File: config.mk
export PLATFORM = sky130hd
export DESIGN_NAME = sn2o_perm_ram
export DESIGN_NICKNAME = d
export VERILOG_FILES = /design/src/design/sn2o_perm_ram.sv
export SDC_FILE = /design/constraint.sdc
export NUM_CORES = 2
export LEC_CHECK = 0
export BUFFER_PORTS_ARGS = -buffer_cell sky130_fd_sc_hd__buf_2
export CORE_MARGIN = 2
export CORE_UTILIZATION = 30
export CTS_CLUSTER_DIAMETER = 30
export CTS_CLUSTER_SIZE = 14
export DETAILED_ROUTE_END_ITERATION = 8
export SLEW_MARGIN = 20
export SYNTH_ARGS = -nofsm -noshare
export SYNTH_HDL_FRONTEND = slang
export SYNTH_SLANG_ARGS = --single-unit
File: constraint.sdc
create_clock -name clk -period 2.34 [get_ports clk]
set_input_delay 0.468 -clock clk [delete_from_list [all_inputs] [get_ports clk]]
set_output_delay 0.468 -clock clk [all_outputs]
set_load 0.01 [all_outputs]
File: src/design/sn2o_perm_ram.sv
module sn2o_perm_ram
(
    input  logic       clk,
    input  logic       we,
    input  logic [7:0] waddr,
    input  logic [7:0] wdata,
    input  logic [7:0] raddr,
    output logic [7:0] rdata
);

    logic [7:0] mem [256];
    logic [7:0] rdata_reg;

    always_ff @(posedge clk)
    begin
        if (we)
        begin
            mem[waddr] <= wdata;
        end
        rdata_reg <= mem[raddr];
    end

    assign rdata = rdata_reg;

endmodule
==> results.cfg <==
[power_and_ir_drop]
vdd_drop_max_v = 0.000721
leakagePower_nw = 34.4
power_density_mw_per_mm2 = 997

[final_layout]
largest_reg_flops = 2048
fin_nets = 4715
area_delta_synth_final_pct = 30.4
finalInstanceArea_mm2 = 0.104
final_core_util = 0.393
drive_above_1_share = 0.381

[worst_setup_path]
crit_path_end_kind = flop
critPathLaunchType = flop
r2r_slack_ns = 0.01
required_ns = 3.14
cp.arrival_ns = 3.13
worstPathMaxFanout = 1
critical_path_class = reg -> reg

[floorplanning]
fp.dieW_um = 519
pin_count = 34
die_area_mm2 = 0.269
die_h_um = 519
core.rowCount = 189
core_mm2 = 0.264
start_util = 0.301

[placed_design]
routabilityCongestion = 0.865
io_buffers = 33
dp_hpwl_mm = 137
place_area_mm2 = 0.0896

[clock_tree]
ctsHtreeMaxLevel = 5
cts_tree = done
cts.sinks = 2056
ctsRootBufferMaster = clkbuf_16
clkTransAtPathRegs_ns = 0.06
clk_latency_ns = 0.97
clockBufferDepth = 4
cts-buffers-inserted = 415

[detailed_routing]
via_count = 42500
ant_nets = 0
routed_wl_mm = 214
drt-pass1-iter-count = 5
drc = 0
post_drt_wl_per_cell_um = 25.0
via_per_inst = 4.97
drt_iter0_drc = 4588

[global_routing]
grt_max_degree = 85
grt_pass1_vias = 44100
grt_pass1_wl_mm = 309
grt_use_total = 0.156
antenna_found_initial = 13
grt_overflow = 0

[timing]
relSlewSlack = 0.253
timing.fmax_mhz = 430
hold_viol = 0
rsz0062_at_grt = yes
skew_ns = 0.0842
hold_slack_ns = 0.0630
slew_violations = 0
setup_viol_count_final = 0
fin_crit_ns = 2.33
worstMarginPinSlew_ns = 1.12
timing.final.crit_share = 0.995
fin_setup_tns_ns = 0

[synthesis]
synthSimpleGateAreaFrac = 0.0263
mappedNetlistNets = 3759
synthMuxAreaShare = 0.146
yosysMostFrequentCell = edfxtp_1
yosysTopAreaCell = edfxtp_1
synthTopCellsByArea = edfxtp_1 (77%), mux4_2 (13%), mux2i_1 (1.7%), nor2_1 (1.3%), a22oi_1 (1.3%)
synth.avg_cell_area_um2 = 21.3
syn-cell-area_mm2 = 0.0796
synth_edf_count = 2048
ys_seq_area_frac = 0.775
yosys_warnings = 0
synthTopCellsByCount = edfxtp_1 (2,048), mux4_2 (454), nor2_1 (282)
synth_xor_area_frac = 0
yosysUniqueCellTypes = 55
async_flop_share = 0
synth-compound-area-share = 0.0342
ys_seq_elements = 2056
synthFlopType = edfxtp_1
synthAdderAreaFrac = 0
synth_top_area_frac = 0.773
synth_top_family_by_area = multiplexers
syn-instance-count = 3733

[run_status]
status = finished, final reports clean

[worst_hold_path]
hold_class = in -> reg

[job]
cap_violations = 0
==> power by group <==
part	switching [W]	internal (W)
clock network	0.0188	0.0395
logic	0.00262	0.00180
registers	0.0000821	0.0407
total	0.0215	0.0820
==> cell families (layout without fill, tap and decap cells) <==
family,after synthesis,in the layout
buffers and inverters,235,1512
multiplexers,591,591
AO/OA/AOI/OAI,385,385
flip-flops,2056,2056
other,0,10
AND/OR/NAND/NOR,466,466
==> worst max-delay path, stage by stage, from the launching register on <==
cell and delay (ns):
edfxtp_1 0.37, mux4_2 0.50, nor2b_1 0.16, a211oi_2 0.26, buf_4 0.18, nor2_1 0.08, nor4_4 0.37, buf_4 0.22
nor4_2 0.04
==> layer usage <==
metal  part of all wire  GRT usage  wire, um  vias up
met3              0.077     0.0308     16500      414
met5                  0          0         0        -
met1               0.41      0.208     87100    22400
met4              0.034     0.0608      7190        0
li1                   -          -         -    17800
met2               0.48      0.251    103000     1904
==> through the flow <==
| stage | setup slack [ns] | cells | total power [W] |
|---|---|---|---|
| CTS | -0.0231 | 8543 | 0.104 |
| global route | -0.0612 | 8550 | 0.106 |
| floorplan | 0.00393 | 3733 | 0.0434 |
| global placement | -1.28 | 7800 | 0.0458 |
| finish | 0.0118 | 8553 | 0.103 |
| detailed placement | -1.31 | 7800 | 0.0458 |
==> cell type report <==
| cell class | count | area (um^2) |
|---|---|---|
| tap | 3533 | 4420 |
| timing repair buffer | 772 | 7070 |
| clock inverter | 275 | 3270 |
| sequential | 2056 | 61700 |
| multi-input combinational | 1442 | 16700 |
| antenna | 10 | 25.0 |
| fill | 23500 | 161000 |
| clock buffer | 463 | 10600 |
| inverter | 2 | 7.51 |
==> cell usage in the layout (no fill, tap or decap), types with 11 or more instances in the layout <==
cell / synthesis / layout
edfxtp_1: 2048 / 2048
nand2_1: 33 / 33
buf_12: 8 / 99
a221oi_1: 13 / 11
o221ai_1: 46 / 46
buf_4: 27 / 636
inv_6: 0 / 16
a22oi_1: 133 / 132
mux2i_1: 134 / 134
bufinv_16: 0 / 64
clkbuf_16: 0 / 417
nand3_1: 34 / 34
buf_2: 31 / 21
clkinv_4: 0 / 23
mux4_2: 454 / 454
clkinv_1: 1 / 56
a21oi_1: 96 / 96
nor3_1: 22 / 18
clkinv_2: 0 / 65
nor4_1: 24 / 14
nor2_1: 282 / 279
clkinvlp_4: 0 / 40
clkbuf_1: 111 / 44
nor2b_1: 31 / 26
o22ai_1: 28 / 28
==> path summary, 6_finish.rpt <==
kind	startpoint	endpoint	depth (start not counted)
max	mem[101][7]$_DFFE_PP_	rdata[7]$_DFF_P_	8
min	wdata[2]	mem[132][2]$_DFFE_PP_	1
max reg2reg	mem[101][7]$_DFFE_PP_	rdata[7]$_DFF_P_	8
min reg2reg	mem[33][5]$_DFFE_PP_	rdata[5]$_DFF_P_	7
==> what timing repair did <==
action,4_1_cts,5_1_grt
setup endpoints to repair,8,7
hold buffers,5,0
pin swaps,3,6
buffers inserted,0,0
endpoints found under the hold margin,92,0
gates resized for setup,22,13
No activity file was read; power rests on OpenSTA's default activity.
