--- src/design/sn2o_pkg.sv ---
package sn2o_pkg;

    localparam int FRAC_BITS   = 16;
    localparam int MAX_OCTAVES = 8;
    localparam int MUL_A_W     = 41;
    localparam int MUL_B_W     = 26;
    localparam int MUL_P_W     = MUL_A_W + MUL_B_W;
    localparam int DW          = 19;

    localparam logic [15:0] SKEW_Q   = 16'd23988;
    localparam logic [15:0] UNSKEW_Q = 16'd13849;
    localparam logic [21:0] AMP_Q16  = 22'd2964236;
    localparam logic [16:0] FX_ONE   = 17'd65536;
    localparam logic [19:0] FX_HALF  = 20'd32768;

    localparam logic [7:0] CFG_BASE_SCALE   = 8'd0;
    localparam logic [7:0] CFG_OCTAVE_COUNT = 8'd1;

    localparam logic OP_EVAL  = 1'b0;
    localparam logic OP_LOAD  = 1'b1;

    typedef logic signed [MUL_A_W-1:0] mul_a_t;
    typedef logic signed [MUL_B_W-1:0] mul_b_t;
    typedef logic signed [MUL_P_W-1:0] mul_p_t;

    function automatic logic [16:0] recip_q16(input logic [3:0] n);
        logic [16:0] r;
        case (n)
            4'd1:    r = 17'd65536;
            4'd2:    r = 17'd43691;
            4'd3:    r = 17'd37449;
            4'd4:    r = 17'd34953;
            4'd5:    r = 17'd33825;
            4'd6:    r = 17'd33288;
            4'd7:    r = 17'd33026;
            4'd8:    r = 17'd32897;
            default: r = 17'd65536;
        endcase
        return r;
    endfunction

endpackage

--- src/design/sn2o_mul.sv ---
module sn2o_mul
(
    input  logic            clk,
    input  sn2o_pkg::mul_a_t a,
    input  sn2o_pkg::mul_b_t b,
    output sn2o_pkg::mul_p_t prod
);

    sn2o_pkg::mul_p_t prod_reg;

    always_ff @(posedge clk)
    begin
        prod_reg <= sn2o_pkg::MUL_P_W'(a) * sn2o_pkg::MUL_P_W'(b);
    end

    assign prod = prod_reg;

endmodule

--- config.mk ---
export PLATFORM = sky130hd
export DESIGN_NAME = sn2o_mul
export DESIGN_NICKNAME = d
export VERILOG_FILES = /design/src/design/sn2o_pkg.sv /design/src/design/sn2o_mul.sv
export SDC_FILE = /design/constraint.sdc
export NUM_CORES = 2
export LEC_CHECK = 0
export BUFFER_PORTS_ARGS = -buffer_cell sky130_fd_sc_hd__clkbuf_2
export CAP_MARGIN = 30
export CORE_ASPECT_RATIO = 1.25
export CORE_MARGIN = 2
export CORE_UTILIZATION = 25
export DETAILED_ROUTE_END_ITERATION = 12
export GPL_ROUTABILITY_DRIVEN = 0
export GPL_TIMING_DRIVEN = 0
export HOLD_SLACK_MARGIN = 0.03
export PLACE_DENSITY = 0.45
export REMOVE_ABC_BUFFERS = 1
export SLEW_MARGIN = 20
export SYNTH_ARGS = -nofsm -noshare
export SYNTH_HDL_FRONTEND = slang
export SYNTH_SLANG_ARGS = --single-unit
export TNS_END_PERCENT = 50
--- constraint.sdc ---
create_clock -name clk -period 15.2 [get_ports clk]
set_clock_uncertainty 0.05 [all_clocks]
set_input_delay 0.76 -clock clk [delete_from_list [all_inputs] [get_ports clk]]
set_output_delay 0.76 -clock clk [all_outputs]
set_load 0.02 [all_outputs]
==> flow_summary.json <==
{
  "status": "completed",
  "synth-edff-count": 0,
  "antenna_found_initial": 11,
  "drv_slew": 0,
  "largest_reg_flops": 67,
  "drt_iter0_markers": 1240,
  "areaGrowthSynthToFinish_pct": 7.469,
  "fin_crit_sh_pct": 60.39,
  "die_h_um": 436.9,
  "netlist_instances": 4076,
  "clockRootBuffer": "clkbuf_16",
  "grt_max_degree": 42,
  "cp_max_fo": 41,
  "routed_wirelength_mm": 111.6,
  "routedWlPerCell_um": 18.54,
  "ys_seq_area_share_pct": 3.578,
  "critPathKind": "in -> reg",
  "grt_pass1_vias": 29620,
  "core_area_sq_um": 148700,
  "finalSetupViolCount": 0,
  "grt_pass1_wl_mm": 177.9,
  "cts.path.max_buffers": 2,
  "rsz0062_at_grt": "no",
  "period_minus_slack_ps": 9179,
  "cts_tree": "done",
  "cts_hold_buf": 0,
  "dieArea_sq_um": 153100,
  "num_rows": 158,
  "required_ps": 15460,
  "fin_nets": 5330,
  "slew_headroom_pct": 34.41,
  "die_w_um": 350.4,
  "start_util_pct": 25.22,
  "hp-class": "in -> reg",
  "tightest_slew_ps": 977.3,
  "dr.pass1.iters": 5,
  "end_kind": "register",
  "postCtsSetupRepairBufs": 0,
  "hold_violations": 0,
  "grt-ovfl-total": 0,
  "io_pins": 135,
  "cts_buffers": 9,
  "syn_avg_cell_area_sq_um": 9.197,
  "hpwl_mm": 87.33,
  "final_antenna_net_count": 0,
  "ys_ff_latch": 67,
  "grt_use_total_pct": 15.34,
  "tns_ps": 0,
  "vias": 26240,
  "cp-start-kind": "input pin",
  "max-cap-violations": 0,
  "vias_per_cell": 4.357,
  "cts_sinks": 67,
  "drc": 0,
  "fmax_ghz": 0.1090,
  "synthArstFlopShare_pct": 0,
  "syn_area_sq_um": 37490,
  "yosys_warnings": 0,
  "holdWs_ps": 1043,
  "ys.flop_type": "dfxtp_1",
  "port_buffers": 134,
  "final_layout_size_suffix_gt1_share_pct": 4.601,
  "cts.repair.resized": 0,
  "worstPathArrival_ps": 9440,
  "synthDistinctLibCells": 64,
  "htreeDepth": 3,
  "clk_pin_slew_ps": 80
}
## cells in the final DEF (no fill, tap or decap), types with 3 or more instances in the layout
| master | n |
|---|---|
| nor2b_1 | 8 |
| buf_12 | 7 |
| a21o_1 | 25 |
| a41oi_1 | 4 |
| nor2_1 | 65 |
| dfxtp_1 | 67 |
| a21o_2 | 3 |
| and2_1 | 356 |
| xnor2_1 | 50 |
| nand2b_1 | 11 |
| a21boi_0 | 3 |
| clkbuf_4 | 18 |
| o21a_1 | 7 |
| inv_1 | 1057 |
| o211ai_1 | 10 |
| nor3_1 | 6 |
| fa_1 | 1070 |
| xor2_1 | 25 |
| o21ai_1 | 4 |
| nand4_1 | 17 |
| a21oi_1 | 71 |
| and3_2 | 3 |
| nand2_1 | 717 |
| clkbuf_2 | 116 |
| clkbuf_16 | 9 |
| a211oi_1 | 4 |
| ha_1 | 176 |
| o21ai_0 | 32 |
| inv_8 | 5 |
| o21bai_1 | 8 |
| nand3_1 | 11 |
| a31oi_1 | 10 |
| or3_1 | 3 |
| o22ai_1 | 3 |
## stage by stage
step	std cells	setup WS, ps	cell area, sq um	utilization, %
2_1_floorplan	3861	8072	36560	-
3_3_place_gp	5995	4573	39740	26.73
3_5_place_dp	6002	5528	39920	26.85
4_1_cts	6018	5977	40220	27.05
5_1_grt	6022	5614	40290	27.10
6_report	6023	6021	40290	27.10
## layout make-up
type	count	area, sq um
timing repair buffer	144	918.4
clock buffer	9	225.2
clock inverter	7	73.82
antenna	2	5.005
multi-input combinational	2736	31250
sequential	67	1341
tap	2000	2502
fill	16180	108400
inverter	1058	3973
## logic make-up after synthesis
family / after synthesis / share of synthesized area (%)
DFF: 67 / 3.578
adders and majority gates: 1246 / 63.01
xor gates and xnor gates: 75 / 1.752
and+or+nand+nor: 1203 / 14.83
AOI/OAI and AO/OA: 212 / 3.765
buffers and inverters: 1273 / 13.06
## per-layer routing
layer  global-route usage (%)  routed length (um)  up-vias
met5                        0                  92        -
met3                    2.345                5528       99
li1                         -                   -    11420
met1                    19.79               47450    14150
met2                    27.12               56830      557
met4                    2.928                1741       14
## cells in the mapped netlist (all sizes together), types with 2 or more instances
| cell type | count | share of area (%) |
|---|---|---|
| fa | 1070 | 57 |
| inv | 1057 | 11 |
| nand2 | 717 | 7.2 |
| and2 | 356 | 5.9 |
| clkbuf | 205 | 2.2 |
| ha | 176 | 5.9 |
| a21oi | 71 | 0.95 |
| dfxtp | 67 | 3.6 |
| nor2 | 65 | 0.65 |
| xnor2 | 50 | 1.2 |
| o21ai | 38 | 0.53 |
| a21o | 28 | 0.57 |
| xor2 | 25 | 0.58 |
| nand4 | 17 | 0.28 |
| nand2b | 12 | 0.21 |
| nand3 | 11 | 0.15 |
| o211ai | 11 | 0.23 |
| a31oi | 10 | 0.17 |
| nor2b | 8 | 0.13 |
| o21bai | 8 | 0.16 |
| buf | 7 | 0.13 |
| o21a | 7 | 0.14 |
| nor3 | 6 | 0.080 |
| a211oi | 5 | 0.11 |
| and3 | 5 | 0.093 |
| a21boi | 4 | 0.080 |
| a41oi | 4 | 0.093 |
| a311oi | 3 | 0.087 |
| o2111ai | 3 | 0.087 |
| o221a | 3 | 0.11 |
| o22ai | 3 | 0.050 |
| o31ai | 3 | 0.097 |
| or3 | 3 | 0.050 |
| a31o | 2 | 0.047 |
| and2b | 2 | 0.047 |
| clkdlybuf4s15 | 2 | 0.060 |
## final timing paths
check	from	cells after the start	slack, ps	to
min	b[1]	3	1040	prod[1]
max	b[2]	25	6020	prod[60]
## worst max-delay path, stage by stage
cell,delay (ps)
clkbuf_4,570
nand2_1,210
inv_1,180
fa_1,570
fa_1,490
fa_1,1030
inv_1,600
fa_1,650
inv_1,50
fa_1,540
inv_1,50
fa_1,480
inv_1,50
ha_1,390
nand4_1,160
nor2_1,570
o21ai_0,180
or3_1,340
a31oi_1,290
buf_4,250
a31o_2,220
nor2_1,80
nor2b_1,300
a41oi_1,190
xnor2_1,160
Power is not shown: default switching activity piles up to over one toggle a cycle in this logic, so the estimate is an artifact.
